File: config.mk
export PLATFORM = sky130hd
export DESIGN_NAME = hid_report_descriptor_scanner_top
export DESIGN_NICKNAME = d
export VERILOG_FILES = /design/src/design/hrds_pkg.sv /design/src/design/hrds_front.sv /design/src/design/hrds_queue.sv /design/src/design/hrds_back.sv /design/src/design/hid_report_descriptor_scanner_top.sv
export SDC_FILE = /design/constraint.sdc
export NUM_CORES = 1
export LEC_CHECK = 0
export BUFFER_PORTS_ARGS = -buffer_cell sky130_fd_sc_hd__buf_2
export CAP_MARGIN = 20
export CORE_MARGIN = 3
export CORE_UTILIZATION = 36
export CTS_CLUSTER_DIAMETER = 60
export DETAILED_ROUTE_END_ITERATION = 8
export PLACE_DENSITY_LB_ADDON = 0.3
export SYNTH_ARGS = -nofsm -noshare
export SYNTH_HDL_FRONTEND = slang
export SYNTH_HIERARCHICAL = 1
export SYNTH_SLANG_ARGS = --single-unit
File: constraint.sdc
create_clock -name clock -period 5.85 [get_ports clock]
set_input_delay 0 -clock clock [delete_from_list [all_inputs] [get_ports clock]]
set_output_delay 0 -clock clock [all_outputs]
set_load 0.02 [all_outputs]
File: src/design/hrds_pkg.sv
// Shared types and constants for the HID report descriptor scanner.
// No dependencies; every other design file imports this package.
`default_nettype none

package hrds_pkg;

   // Item type codes of a short item prefix.
   localparam logic [1:0] TYPE_MAIN     = 2'd0;
   localparam logic [1:0] TYPE_GLOBAL   = 2'd1;
   localparam logic [1:0] TYPE_LOCAL    = 2'd2;
   localparam logic [1:0] TYPE_RESERVED = 2'd3;

   // Global item tags that are tracked.
   localparam logic [3:0] TAG_REPORT_SIZE  = 4'd7;
   localparam logic [3:0] TAG_REPORT_ID    = 4'd8;
   localparam logic [3:0] TAG_REPORT_COUNT = 4'd9;

   // Main item tags of the three report kinds.
   localparam logic [3:0] TAG_MAIN_INPUT   = 4'd8;
   localparam logic [3:0] TAG_MAIN_OUTPUT  = 4'd9;
   localparam logic [3:0] TAG_MAIN_FEATURE = 4'd11;

   // Size code that marks a malformed item.
   localparam logic [1:0] SIZE_INVALID = 2'd3;

   // Result kinds.
   localparam logic RESULT_BYTE    = 1'b0;
   localparam logic RESULT_SUMMARY = 1'b1;

   // Configuration register indexes.
   localparam logic CSR_WANTED_KIND = 1'b0;
   localparam logic CSR_MAX_REPORT  = 1'b1;

   // Configuration reset values.
   localparam logic [3:0] WANTED_KIND_RESET = 4'd8;
   localparam logic [9:0] MAX_REPORT_RESET  = 10'd64;

   // Descriptor length saturates here; anything above the reportable maximum reads 0.
   localparam logic [8:0] DESC_SATURATE = 9'd256;
   localparam logic [8:0] DESC_REPORT_MAX = 9'd255;

   // One queued work entry: the bytes an item serializes to and an optional summary.
   typedef struct packed {
      logic [1:0] byte_count;
      logic       has_summary;
      logic [7:0] prefix;
      logic [7:0] data_low;
      logic [7:0] data_high;
      logic [9:0] report_bytes;
      logic [7:0] descriptor_bytes;
      logic       id_present;
      logic [7:0] report_id;
      logic       item_error;
      logic       length_overflow;
   } hrds_entry_type;

endpackage

`default_nettype wire

File: src/design/hrds_front.sv
// Front end of the HID report descriptor scanner: accepts items, tracks global
// state and configuration, and builds queue entries. Depends on hrds_pkg.
`default_nettype none

module hrds_front (
   input  wire                     clock,
   input  wire                     reset,
   input  wire                     csr_write_enable,
   input  wire                     csr_index,
   input  wire  [9:0]              csr_write_data,
   input  wire                     req_valid,
   output logic                    req_stall,
   input  wire  [1:0]              req_item_type,
   input  wire  [3:0]              req_item_tag,
   input  wire  [1:0]              req_item_size,
   input  wire  [7:0]              req_data_low,
   input  wire  [7:0]              req_data_high,
   input  wire                     req_last_item,
   input  wire                     queue_full,
   output logic                    push,
   output hrds_pkg::hrds_entry_type push_entry
);
   import hrds_pkg::*;

   logic [3:0]  wanted_kind_ff, wanted_kind_in;
   logic [9:0]  max_report_ff, max_report_in;
   logic [7:0]  field_bits_ff, field_bits_in;
   logic [7:0]  field_count_ff, field_count_in;
   logic [15:0] product_ff, product_in;
   logic [9:0]  report_total_ff, report_total_in;
   logic [8:0]  desc_total_ff, desc_total_in;
   logic        id_seen_ff, id_seen_in;
   logic [7:0]  id_value_ff, id_value_in;
   logic        overflow_ff, overflow_in;
   logic        error_ff, error_in;

   logic        accept;
   logic [7:0]  data_value;
   logic        size_item, count_item, id_item, sum_item, bad_size, emit;
   logic [7:0]  mul_a, mul_b;
   logic [15:0] product_calc;
   logic [12:0] round_bytes;
   logic [13:0] report_sum;
   logic [9:0]  desc_sum;

   assign req_stall = queue_full;
   assign accept    = req_valid && !req_stall;

   assign data_value = (req_item_size == 2'd0) ? 8'd0 : req_data_low;
   assign size_item  = (req_item_type == TYPE_GLOBAL) && (req_item_tag == TAG_REPORT_SIZE);
   assign count_item = (req_item_type == TYPE_GLOBAL) && (req_item_tag == TAG_REPORT_COUNT);
   assign id_item    = (req_item_type == TYPE_GLOBAL) && (req_item_tag == TAG_REPORT_ID);
   assign sum_item   = (req_item_type == TYPE_MAIN) && (req_item_tag == wanted_kind_ff)
                       && !overflow_ff;
   assign bad_size   = (req_item_size == SIZE_INVALID);
   assign emit       = !bad_size && !error_ff;

   // The product of size and count is kept registered, so a main item only
   // needs an add and a compare against it.
   assign mul_a        = size_item  ? data_value : field_bits_ff;
   assign mul_b        = count_item ? data_value : field_count_ff;
   assign product_calc = {8'd0, mul_a} * {8'd0, mul_b};

   assign round_bytes = 13'((17'(product_ff) + 17'd7) >> 3);
   assign report_sum  = 14'(report_total_ff) + 14'(round_bytes);
   assign desc_sum    = 10'(desc_total_ff) + 10'(req_item_size) + 10'd1;

   always_comb begin
      wanted_kind_in = wanted_kind_ff;
      max_report_in  = max_report_ff;
      if (csr_write_enable) begin
         case (csr_index)
            CSR_WANTED_KIND: wanted_kind_in = csr_write_data[3:0];
            CSR_MAX_REPORT:  max_report_in  = csr_write_data;
            default: ;
         endcase
      end
   end

   always_comb begin
      field_bits_in   = size_item  ? data_value : field_bits_ff;
      field_count_in  = count_item ? data_value : field_count_ff;
      product_in      = (size_item || count_item) ? product_calc : product_ff;
      id_seen_in      = id_seen_ff;
      id_value_in     = id_value_ff;
      if (id_item && !id_seen_ff) begin
         id_seen_in  = 1'b1;
         id_value_in = data_value;
      end
      report_total_in = report_total_ff;
      overflow_in     = overflow_ff;
      if (sum_item) begin
         if (report_sum > 14'(max_report_ff)) begin
            report_total_in = 10'd0;
            overflow_in     = 1'b1;
         end else begin
            report_total_in = report_sum[9:0];
         end
      end
      desc_total_in = desc_total_ff;
      if (!bad_size) begin
         desc_total_in = (desc_sum > 10'(DESC_SATURATE)) ? DESC_SATURATE : desc_sum[8:0];
      end
      error_in = error_ff || bad_size;
   end

   always_comb begin
      push_entry.byte_count       = emit ? (req_item_size + 2'd1) : 2'd0;
      push_entry.has_summary      = req_last_item;
      push_entry.prefix           = {req_item_tag, req_item_type, req_item_size};
      push_entry.data_low         = req_data_low;
      push_entry.data_high        = req_data_high;
      push_entry.report_bytes     = overflow_in ? 10'd0 : report_total_in;
      push_entry.descriptor_bytes = (desc_total_in > DESC_REPORT_MAX) ? 8'd0
                                                                     : desc_total_in[7:0];
      push_entry.id_present       = id_seen_in;
      push_entry.report_id        = id_seen_in ? id_value_in : 8'd0;
      push_entry.item_error       = error_in;
      push_entry.length_overflow  = overflow_in;
      push = accept && (emit || req_last_item);
   end

   always_ff @(posedge clock) begin
      if (reset) begin
         wanted_kind_ff  <= WANTED_KIND_RESET;
         max_report_ff   <= MAX_REPORT_RESET;
         field_bits_ff   <= 8'd0;
         field_count_ff  <= 8'd0;
         product_ff      <= 16'd0;
         report_total_ff <= 10'd0;
         desc_total_ff   <= 9'd0;
         id_seen_ff      <= 1'b0;
         id_value_ff     <= 8'd0;
         overflow_ff     <= 1'b0;
         error_ff        <= 1'b0;
      end else begin
         wanted_kind_ff <= wanted_kind_in;
         max_report_ff  <= max_report_in;
         if (accept && req_last_item) begin
            // The summary has been taken from the updated state; start afresh.
            field_bits_ff   <= 8'd0;
            field_count_ff  <= 8'd0;
            product_ff      <= 16'd0;
            report_total_ff <= 10'd0;
            desc_total_ff   <= 9'd0;
            id_seen_ff      <= 1'b0;
            id_value_ff     <= 8'd0;
            overflow_ff     <= 1'b0;
            error_ff        <= 1'b0;
         end else if (accept) begin
            field_bits_ff   <= field_bits_in;
            field_count_ff  <= field_count_in;
            product_ff      <= product_in;
            report_total_ff <= report_total_in;
            desc_total_ff   <= desc_total_in;
            id_seen_ff      <= id_seen_in;
            id_value_ff     <= id_value_in;
            overflow_ff     <= overflow_in;
            error_ff        <= error_in;
         end
      end
   end

endmodule

`default_nettype wire

File: src/design/hrds_queue.sv
// Small register queue of work entries between the front and back ends.
// Depends on hrds_pkg for the entry type.
`default_nettype none

module hrds_queue #(
   parameter int DEPTH = 4
) (
   input  wire                      clock,
   input  wire                      reset,
   input  wire                      push,
   input  wire hrds_pkg::hrds_entry_type push_entry,
   output logic                     full,
   input  wire                      pop,
   output logic                     head_valid,
   output hrds_pkg::hrds_entry_type head_entry
);
   import hrds_pkg::*;

   localparam int PTR_W   = (DEPTH > 1) ? $clog2(DEPTH) : 1;
   localparam int COUNT_W = $clog2(DEPTH + 1);
   localparam logic [PTR_W-1:0]   LAST_SLOT = PTR_W'(DEPTH - 1);
   localparam logic [COUNT_W-1:0] FULL_COUNT = COUNT_W'(DEPTH);

   hrds_entry_type slots_ff [DEPTH];
   logic [PTR_W-1:0]   wr_ptr_ff, wr_ptr_in;
   logic [PTR_W-1:0]   rd_ptr_ff, rd_ptr_in;
   logic [COUNT_W-1:0] count_ff, count_in;
   logic               do_push, do_pop;

   assign full       = (count_ff == FULL_COUNT);
   assign head_valid = (count_ff != '0);
   assign head_entry = slots_ff[rd_ptr_ff];
   assign do_push    = push && !full;
   assign do_pop     = pop && head_valid;

   always_comb begin
      wr_ptr_in = wr_ptr_ff;
      rd_ptr_in = rd_ptr_ff;
      count_in  = count_ff;
      if (do_push) begin
         wr_ptr_in = (wr_ptr_ff == LAST_SLOT) ? '0 : wr_ptr_ff + PTR_W'(1);
      end
      if (do_pop) begin
         rd_ptr_in = (rd_ptr_ff == LAST_SLOT) ? '0 : rd_ptr_ff + PTR_W'(1);
      end
      if (do_push && !do_pop) begin
         count_in = count_ff + COUNT_W'(1);
      end else if (do_pop && !do_push) begin
         count_in = count_ff - COUNT_W'(1);
      end
   end

   always_ff @(posedge clock) begin
      if (reset) begin
         wr_ptr_ff <= '0;
         rd_ptr_ff <= '0;
         count_ff  <= '0;
      end else begin
         wr_ptr_ff <= wr_ptr_in;
         rd_ptr_ff <= rd_ptr_in;
         count_ff  <= count_in;
      end
   end

   always_ff @(posedge clock) begin
      if (do_push) begin
         slots_ff[wr_ptr_ff] <= push_entry;
      end
   end

endmodule

`default_nettype wire

File: src/design/hrds_back.sv
// Back end of the HID report descriptor scanner: walks each queued entry and
// drives one result per cycle, when not stalled, through the output register. Depends on hrds_pkg.
`default_nettype none

module hrds_back (
   input  wire                      clock,
   input  wire                      reset,
   input  wire                      head_valid,
   input  wire hrds_pkg::hrds_entry_type head_entry,
   output logic                     pop,
   output logic                     rsp_valid,
   input  wire                      rsp_stall,
   output logic                     rsp_result_kind,
   output logic [7:0]               rsp_byte_value,
   output logic [9:0]               rsp_report_bytes,
   output logic [7:0]               rsp_descriptor_bytes,
   output logic                     rsp_id_present,
   output logic [7:0]               rsp_report_id,
   output logic                     rsp_item_error,
   output logic                     rsp_length_overflow,
   output logic                     rsp_last_result
);
   import hrds_pkg::*;

   logic [1:0] step_ff, step_in;
   logic       valid_ff, valid_in;
   logic       kind_ff, kind_in;
   logic [7:0] byte_ff, byte_in;
   logic [9:0] report_ff, report_in;
   logic [7:0] desc_ff, desc_in;
   logic       idn_ff, idn_in;
   logic [7:0] id_ff, id_in;
   logic       err_ff, err_in;
   logic       ovf_ff, ovf_in;
   logic       last_ff, last_in;

   logic       load, is_byte, final_step;
   logic [2:0] result_count;

   assign load         = head_valid && (!valid_ff || !rsp_stall);
   assign result_count = 3'(head_entry.byte_count) + 3'(head_entry.has_summary);
   assign final_step   = (3'(step_ff) + 3'd1 == result_count);
   assign is_byte      = (step_ff < head_entry.byte_count);
   assign pop          = load && final_step;

   always_comb begin
      step_in   = step_ff;
      valid_in  = valid_ff && rsp_stall;
      kind_in   = kind_ff;
      byte_in   = byte_ff;
      report_in = report_ff;
      desc_in   = desc_ff;
      idn_in    = idn_ff;
      id_in     = id_ff;
      err_in    = err_ff;
      ovf_in    = ovf_ff;
      last_in   = last_ff;
      if (load) begin
         valid_in = 1'b1;
         step_in  = final_step ? 2'd0 : step_ff + 2'd1;
         last_in  = final_step;
         if (is_byte) begin
            kind_in   = RESULT_BYTE;
            report_in = 10'd0;
            desc_in   = 8'd0;
            idn_in    = 1'b0;
            id_in     = 8'd0;
            err_in    = 1'b0;
            ovf_in    = 1'b0;
            case (step_ff)
               2'd0:    byte_in = head_entry.prefix;
               2'd1:    byte_in = head_entry.data_low;
               default: byte_in = head_entry.data_high;
            endcase
         end else begin
            kind_in   = RESULT_SUMMARY;
            byte_in   = 8'd0;
            report_in = head_entry.report_bytes;
            desc_in   = head_entry.descriptor_bytes;
            idn_in    = head_entry.id_present;
            id_in     = head_entry.report_id;
            err_in    = head_entry.item_error;
            ovf_in    = head_entry.length_overflow;
         end
      end
   end

   always_ff @(posedge clock) begin
      if (reset) begin
         step_ff  <= 2'd0;
         valid_ff <= 1'b0;
      end else begin
         step_ff  <= step_in;
         valid_ff <= valid_in;
      end
   end

   always_ff @(posedge clock) begin
      kind_ff   <= kind_in;
      byte_ff   <= byte_in;
      report_ff <= report_in;
      desc_ff   <= desc_in;
      idn_ff    <= idn_in;
      id_ff     <= id_in;
      err_ff    <= err_in;
      ovf_ff    <= ovf_in;
      last_ff   <= last_in;
   end

   assign rsp_valid            = valid_ff;
   assign rsp_result_kind      = kind_ff;
   assign rsp_byte_value       = byte_ff;
   assign rsp_report_bytes     = report_ff;
   assign rsp_descriptor_bytes = desc_ff;
   assign rsp_id_present       = idn_ff;
   assign rsp_report_id        = id_ff;
   assign rsp_item_error       = err_ff;
   assign rsp_length_overflow  = ovf_ff;
   assign rsp_last_result      = last_ff;

endmodule

`default_nettype wire

File: src/design/hid_report_descriptor_scanner_top.sv
// Top level of the HID report descriptor scanner: front end, entry queue and
// back end. Depends on hrds_pkg, hrds_front, hrds_queue and hrds_back.
//
//   Channel  Direction  Handshake             Contents
//   req_*    in         req_valid/req_stall   one short item: type, tag, size, data, last
//   rsp_*    out        rsp_valid/rsp_stall   one serialized byte or one summary
//   csr_*    in         csr_write_enable      register index and write data
//
// An item is accepted whenever the queue has a free slot, so items may arrive
// back to back. Each item produces zero to four results (size code plus one
// bytes, plus one for a summary), and the back end delivers one result per
// cycle while the output is not stalled; the output port is what sets the
// sustained rate. The first result of an item is held in a queue slot and then
// in the output register before it is offered. Reset is synchronous and clears
// all tracking state and restores the register defaults. A stall on the result
// side fills the queue and then stalls the item side.
`default_nettype none

module hid_report_descriptor_scanner_top #(
   parameter int QUEUE_DEPTH = 4
) (
   input  wire        clock,
   input  wire        reset,
   input  wire        csr_write_enable,
   input  wire        csr_index,
   input  wire  [9:0] csr_write_data,
   input  wire        req_valid,
   output logic       req_stall,
   input  wire  [1:0] req_item_type,
   input  wire  [3:0] req_item_tag,
   input  wire  [1:0] req_item_size,
   input  wire  [7:0] req_data_low,
   input  wire  [7:0] req_data_high,
   input  wire        req_last_item,
   output logic       rsp_valid,
   input  wire        rsp_stall,
   output logic       rsp_result_kind,
   output logic [7:0] rsp_byte_value,
   output logic [9:0] rsp_report_bytes,
   output logic [7:0] rsp_descriptor_bytes,
   output logic       rsp_id_present,
   output logic [7:0] rsp_report_id,
   output logic       rsp_item_error,
   output logic       rsp_length_overflow,
   output logic       rsp_last_result
);
   import hrds_pkg::*;

   // Entries travel from the front end to the back end through the queue; an
   // item that produces no result is absorbed by the front end alone.
   logic           push, queue_full, pop, head_valid;
   hrds_entry_type push_entry, head_entry;

   hrds_front u_front (
      .clock            (clock),
      .reset            (reset),
      .csr_write_enable (csr_write_enable),
      .csr_index        (csr_index),
      .csr_write_data   (csr_write_data),
      .req_valid        (req_valid),
      .req_stall        (req_stall),
      .req_item_type    (req_item_type),
      .req_item_tag     (req_item_tag),
      .req_item_size    (req_item_size),
      .req_data_low     (req_data_low),
      .req_data_high    (req_data_high),
      .req_last_item    (req_last_item),
      .queue_full       (queue_full),
      .push             (push),
      .push_entry       (push_entry)
   );

   hrds_queue #(
      .DEPTH (QUEUE_DEPTH)
   ) u_queue (
      .clock      (clock),
      .reset      (reset),
      .push       (push),
      .push_entry (push_entry),
      .full       (queue_full),
      .pop        (pop),
      .head_valid (head_valid),
      .head_entry (head_entry)
   );

   // The back end owns the output register and takes the next result from the
   // queue only when that register is empty or its result is being taken.
   hrds_back u_back (
      .clock                (clock),
      .reset                (reset),
      .head_valid           (head_valid),
      .head_entry           (head_entry),
      .pop                  (pop),
      .rsp_valid            (rsp_valid),
      .rsp_stall            (rsp_stall),
      .rsp_result_kind      (rsp_result_kind),
      .rsp_byte_value       (rsp_byte_value),
      .rsp_report_bytes     (rsp_report_bytes),
      .rsp_descriptor_bytes (rsp_descriptor_bytes),
      .rsp_id_present       (rsp_id_present),
      .rsp_report_id        (rsp_report_id),
      .rsp_item_error       (rsp_item_error),
      .rsp_length_overflow  (rsp_length_overflow),
      .rsp_last_result      (rsp_last_result)
   );

endmodule

`default_nettype wire

**Word level (Yosys, flattened, before mapping)**

Memories as Yosys holds them, arrays and structs flattened. A register that Yosys moved wholly into a read port is not among the register bits.
Index checks and enable logic that the tools add are counted.

- Register bits: 125
- Bits in writable memories: 224
- Input bits: 41
- Logic and storage cells: 121
- Memories kept: 1

- Add/subtract/negate cells: 12
- Multipliers: 1
- $lt $le $gt $ge: 4
- Equal/unequal tests: 11
- Muxes and demuxes: 27
- Bitwise operators: 1
- Reduce and logical (&&, ||, !) cells: 39

Memories:

| name | words | width | rd ports | clocked after Yosys merged registers in | write ports | RTL line | text |
|---|---|---|---|---|---|---|---|
| u_queue.slots_ff | 4 | 56 | 1 | 1 | 1 | hrds_queue.sv:24 | `hrds_entry_type slots_ff [DEPTH];` |

Operator list:

| operator | count |
|---|---|
| two-way mux 8 bit | 6 |
| two-way mux 10 bit | 3 |
| two-way mux 9 bit | 2 |
| logical AND 1 bit | 17 |
| adder 16 x 3 -> 16 bit, second input constant | 1 |
| multiplier 8 x 8 -> 16 bit | 1 |
| case mux 8 bit (2 select lines) | 1 |
| adder 10 x 13 -> 14 bit | 1 |
| greater-than comparator 14 x 10 -> 1 bit | 1 |
| two-way mux 2 bit | 6 |
| adder 10 x 1 -> 10 bit, second input constant | 1 |
| adder 9 x 2 -> 10 bit | 1 |
| greater-than comparator 10 x 9 -> 1 bit, second input constant | 1 |
| greater-than comparator 9 x 8 -> 1 bit, second input constant | 1 |
| zero test 1 bit | 9 |
| adder 2 x 1 -> 2 bit, second input constant | 4 |
| equality test 4 bit, second input constant | 2 |
| two-way mux 1 bit | 7 |
| equality test 2 bit, second input constant | 3 |
| zero test 2 bit | 3 |
| two-way mux 3 bit | 2 |
| AND reduction 2 bit | 3 |
| equality test 2 x 1 -> 1 bit, second input constant | 2 |
| equality test 4 x 3 -> 1 bit, second input constant | 1 |
| 13 further kinds | 16 |

**Logic depth before layout (Yosys ltp)**

- Depth in word-level cells: 10
- Mapped depth: 23
- Gate-level depth less buffers: 21

**By module**

Netlist, hierarchy kept.

By module, submodules not included:

| module | instances | cells each | area each (sq um) |
|---|---|---|---|
| hrds_queue | 1 | 342 | 8582.0 |
| hrds_front | 1 | 838 | 6805.3 |
| hrds_back | 1 | 126 | 1823.0 |

**Worst setup path after synthesis**

OpenSTA, ideal clock, no wires.

- Path kind: input to register
- From: input port req_item_size[0]
- To: register u_front.product_ff[15]
- Setup time: 86 ps
- Arrival time: 5142 ps
- Required time: 5764 ps
- Path slack: 623 ps
- Stages: 23
- Path through: inv_1 > ha_1 > clkbuf_1 > clkbuf_1 > nor2_1 > mux2i_1 > nor2_1 > fa_1 > inv_1 > fa_1 > inv_1 > fa_1 > inv_1 > fa_1 > inv_1 > ha_1 > o21a_1 > o31a_1 > o41ai_2 > o21ai_1 > o41a_1 > xnor2_1 > a211oi_1

- Longest elaborated chain between the ends: 4
- Elaborated cells between the ends (all ways): 5
- Classes of those cells: mul (1); mux (3); reduce/logical (1)

RTL lines:

| item | RTL line | text |
|---|---|---|
| start: declaration | hid_report_descriptor_scanner_top.sv:31 | `input wire [1:0] req_item_size,` |
| zero test 2 bit (*) | hrds_front.sv:49 | `assign data_value = (req_item_size == 2'd0) ? 8'd0 : req_data_low;` |
| two-way mux 8 bit (*) | hrds_front.sv:49 |  |
| two-way mux 8 bit (on tied branches) | hrds_front.sv:60, hrds_front.sv:61 |  |
| multiplier 8 x 8 -> 16 bit (*) | hrds_front.sv:62 | `assign product_calc = {8'd0, mul_a} * {8'd0, mul_b};` |
| end signal: assignment | hrds_front.sv:153 | `product_ff <= product_in;` |
| end: declaration | hrds_front.sv:29 | `logic [15:0] product_ff, product_in;` |

Every way passes the cells marked *; elsewhere a longest branch is shown, timed or not.
A chain may end at the register's enable or synchronous reset.

**Worst setup path after layout**

- From: input port req_item_type[1]
- To: register u_front.product_ff[15]

- Longest elaborated chain between the ends: 4
- Elaborated cells between the ends (all ways): 8
- Classes of those cells: mul (1); eq/ne (1); mux (2); reduce/logical (4)

RTL lines:

| item | RTL line | text |
|---|---|---|
| start: declaration | hid_report_descriptor_scanner_top.sv:29 | `input wire [1:0] req_item_type,` |
| equality test 2 x 1 -> 1 bit (*) | hrds_front.sv:50, hrds_front.sv:51 |  |
| logical AND 1 bit (on tied branches) | hrds_front.sv:50, hrds_front.sv:51 |  |
| two-way mux 8 bit (tied with other cells) | hrds_front.sv:60 | `assign mul_a = size_item ? data_value : field_bits_ff;` |
| multiplier 8 x 8 -> 16 bit or AND reduction 2 bit (tied branches) | -- |  |

Marks and branches as above.

==> impl_metrics.py <==
metrics = {
    "outcome": {
        "status": "finished clean",
    },
    "global_routing": {
        "grt_remaining_overflow": 0,
        "grt_max_degree": 44,
        "grt_first_pass_wirelength_um": 58830,
        "grt_usage_pct": 14.63,
        "antenna_found_initial": 0,
        "first_global_vias": 10700,
    },
    "power": {
        "powerDensity_nw_per_um2": 370.2,
        "ir_drop_uv": 206.5,
        "leakage_nw": 7.346,
    },
    "flow_run": {
        "max-cap-violations": 0,
    },
    "place": {
        "dp_cells": 1942,
        "place_congestion": 0.8373,
        "dpl_cell_area_um2": 18110,
        "post-place-ws_ns": 0.2987,
        "hpwl_um": 24860,
        "port_buffers": 81,
    },
    "sta": {
        "timing.hold.ws_ns": 0.1847,
        "worst_slew_pin_slew_ns": 1.012,
        "period_needed_ns": 5.477,
        "finClkSkew_ns": 0.02263,
        "max_freq_mhz": 182.6,
        "grt_setup_unrepaired": "no",
        "finalHoldViolations": 0,
        "timing.final.max_slew_violations": 0,
        "finalWorstSetupSlack_ns": 0.3729,
        "fin_crit_sh_pct": 93.63,
        "setup_viol": 0,
        "setup_tns_ns": 0,
        "maxSlewHeadroom_pct": 32.52,
    },
    "layout": {
        "synthToLayoutAreaGrowth_pct": 15.22,
        "finalNonFillerCells": 2063,
        "fin_area_um2": 19830,
        "fill_cells": 4354,
        "final_nets": 1580,
        "layout-drive-gt1-share_pct": 19.04,
    },
    "yosys": {
        "synth_top_flop_cell": "edfxtp_1",
        "yosysTopAreaCell": "edfxtp_1",
        "synth_cell_types": 71,
        "ys_ff_latch": 351,
        "synth_edf_count": 263,
        "synth-seq-area-share_pct": 56.13,
        "synthesis.area_um2": 17210,
        "ys_async_sr_fraction_pct": 0,
        "syn_nets": 1460,
        "yosysWarnings": 6,
        "yosys-top-cells-area": "edfxtp_1 (46%), dfxtp_1 (10%), mux4_2 (7.3%)",
        "synth.avg_cell_area_um2": 13.18,
        "synth_top_area_share_pct": 45.89,
        "syn_inst": 1306,
    },
    "drt": {
        "drt-initial-drc-count": 593,
        "drt-total-wl_um": 36900,
        "routedWlPerCell_um": 17.89,
        "first_pass_iters": 5,
        "vias": 10390,
        "drc": 0,
        "vias_per_cell": 5.036,
        "antenna_left": 0,
    },
    "min_path": {
        "holdPathStages": 4,
        "hp-class": "primary input to flip-flop",
    },
    "clock_tree": {
        "cts_buffers": 37,
        "clk_latency_ns": 0.54,
        "htree_num_levels": 2,
        "cts_tree": "built",
        "clk_pin_slew_ns": 0.06,
        "clock_path_buffers": 3,
        "clock-root-buffer": "clkbuf_16",
        "cts_setup_buffers": 0,
        "clkSinkCount": 351,
    },
    "worst_setup_path": {
        "cp.buffers_inverters": 6,
        "worstPathRequired_ns": 6.28,
        "path_delay_family": "adder cells",
        "worstSetupEndpointType": "flip-flop",
        "crit_cells": 23,
        "cp.arrival_ns": 5.91,
        "crit_path_start_kind": "primary input",
        "cp_slowest_cell": "fa_1",
        "path_max_fanout": 10,
        "path_class": "primary input to flip-flop",
        "path_common_cell": "fa_1",
        "rr_worst_depth": 17,
        "max_stage_delay_ns": 0.56,
        "worstPathCellList": "dlygate4sd3_1 > buf_2 > nor2b_1 > nand2_1 > nor3_2 > buf_4 > mux2i_1 > or2_2 > fa_1 > fa_1 > inv_1 > fa_1 > inv_1 > fa_1 > inv_1 > ha_1 > o21a_1 > o31a_1 > o41ai_2 > o21ai_1 > o41a_1 > xnor2_1 > a211oi_1",
    },
    "floorplan": {
        "io-pin-count": 82,
        "die_w_um": 224.6,
        "core_um2": 46850,
        "start_util_pct": 36.73,
        "dieHeight_um": 224.6,
        "rows": 79,
        "die_area_um2": 50470,
    },
}
[area by class of cell]
type / count / area [um^2] / share of cell area (%)
Multi-Input combinational cell: 779 / 6681 / 33.69
Clock inverter: 16 / 163.9 / 0.8265
Antenna cell: 1 / 2.502 / 0.01262
Tap cell: 607 / 759.5 / 3.830
Sequential cell: 351 / 9664 / 48.73
Timing Repair Buffer: 164 / 1159 / 5.843
Inverter: 93 / 367.9 / 1.855
Clock buffer: 52 / 1032 / 5.205
[placed cells by master (no fill, tap or decap), types with 39 or more instances in the layout]
| master | Yosys | final |
|---|---|---|
| dfxtp_1 | 88 | 86 |
| inv_1 | 89 | 89 |
| buf_2 | 11 | 81 |
| nand2_1 | 77 | 77 |
| fa_1 | 39 | 39 |
| a21oi_1 | 51 | 51 |
| nor2_1 | 151 | 151 |
| edfxtp_1 | 263 | 263 |
| mux4_2 | 56 | 56 |
| dlygate4sd3_1 | 0 | 52 |
| ha_1 | 74 | 73 |
[metrics by stage]
step | utilization, % | total power [mW]
5_1_grt | 42.32 | 7.692
4_1_cts | 42.31 | 7.444
6_report | 42.32 | 7.341
2_1_floorplan | - | 4.595
3_5_place_dp | 38.65 | 5.105
3_3_place_gp | 38.65 | 5.084
[where the power goes]
part           internal (mW)  switching (mW)  total [mW]
combinational          0.683            1.06        1.74
sequential              3.16           0.151        3.31
clock                   1.33           0.954        2.29
total                   5.18            2.16        7.34
[sequential cells by signal, indices dropped and copies added (netlist names), 9 cells and up, named ones only]
signal	count
u_front/report_total_ff	10
u_front/max_report_ff	10
u_queue/slots_ff	224
u_front/product_ff	16
u_back/rsp_report_bytes	10
u_front/desc_total_ff	9
[kinds of logic (layout without fill, tap and decap cells)]
family          count (synthesis)  in the layout  synth area share (%)
compound gates                181            181                 7.554
xor+xnor                       44             44                 2.239
fa+ha+maj                     113            113                 9.916
buf+inv                       176            325                 5.220
flops                         351            351                 56.13
mux                            87             87                 9.131
other cells                     0              1                     0
simple gates                  354            354                 9.815
[metal layers]
metal  wire (um)  up-vias  part of all wire, %  GRT usage (%)
met5           0        -                    0              0
li1            -     4960                    -              -
met4         563        0                  1.5          3.301
met1       16620     5246                   45          19.33
met2       18560      142                   50          25.76
met3        1152       41                  3.1          1.984
[what timing repair did]
item                       CTS  global route
setup endpoints to repair    0             1
resized for setup            0             2
hold buffers                52             0
hold endpoints to repair   134             0
[worst min-delay path: stages]
cell      delay [ns]
buf_2           0.13
nand2b_1        0.24
nor2_1          0.18
o21a_1          0.12
[cell usage after synthesis, types with 3 or more instances]
cell type  instances
fa_1              39
ha_1              74
nand2b_1           6
o21ai_1            6
a22oi_1            9
a21oi_1           51
buf_2             11
and2_4            11
o21ai_0           19
nor3_1            17
xor2_1            20
a21o_1             6
nand3b_1           9
buf_1              3
mux2i_1           31
o21bai_1           5
inv_1             89
xnor2_1           24
a31oi_1            7
nand3_1           14
nor3_2             4
a211oi_1          22
or2_2              9
nor2b_1            8
o31ai_1            4
and3_1             6
nor4_1             3
a32o_1            20
nor2_1           151
dfxtp_1           88
nand2_1           77
mux4_2            56
edfxtp_1         263
o41ai_1            8
clkbuf_1          26
nand4_1            3
buf_4             30
or3_1              5
buf_6              9
and2_1            21
o21a_1             5
[path summary, 6_finish.rpt]
check | end | startpoint | slack (ns)
min reg2reg | u_front/product_ff[11]$_SDFFE_PP0P_ | u_front/product_ff[11]$_SDFFE_PP0P_ | 0.45
max reg2reg | u_front/product_ff[15]$_SDFFE_PP0P_ | u_front/field_count_ff[7]$_SDFFE_PP0P_ | 1.04
max | u_front/product_ff[15]$_SDFFE_PP0P_ | req_item_type[1] | 0.37
min | u_front/id_seen_ff$_SDFFE_PP0P_ | req_valid | 0.18
(Power assumes the default switching activity.)
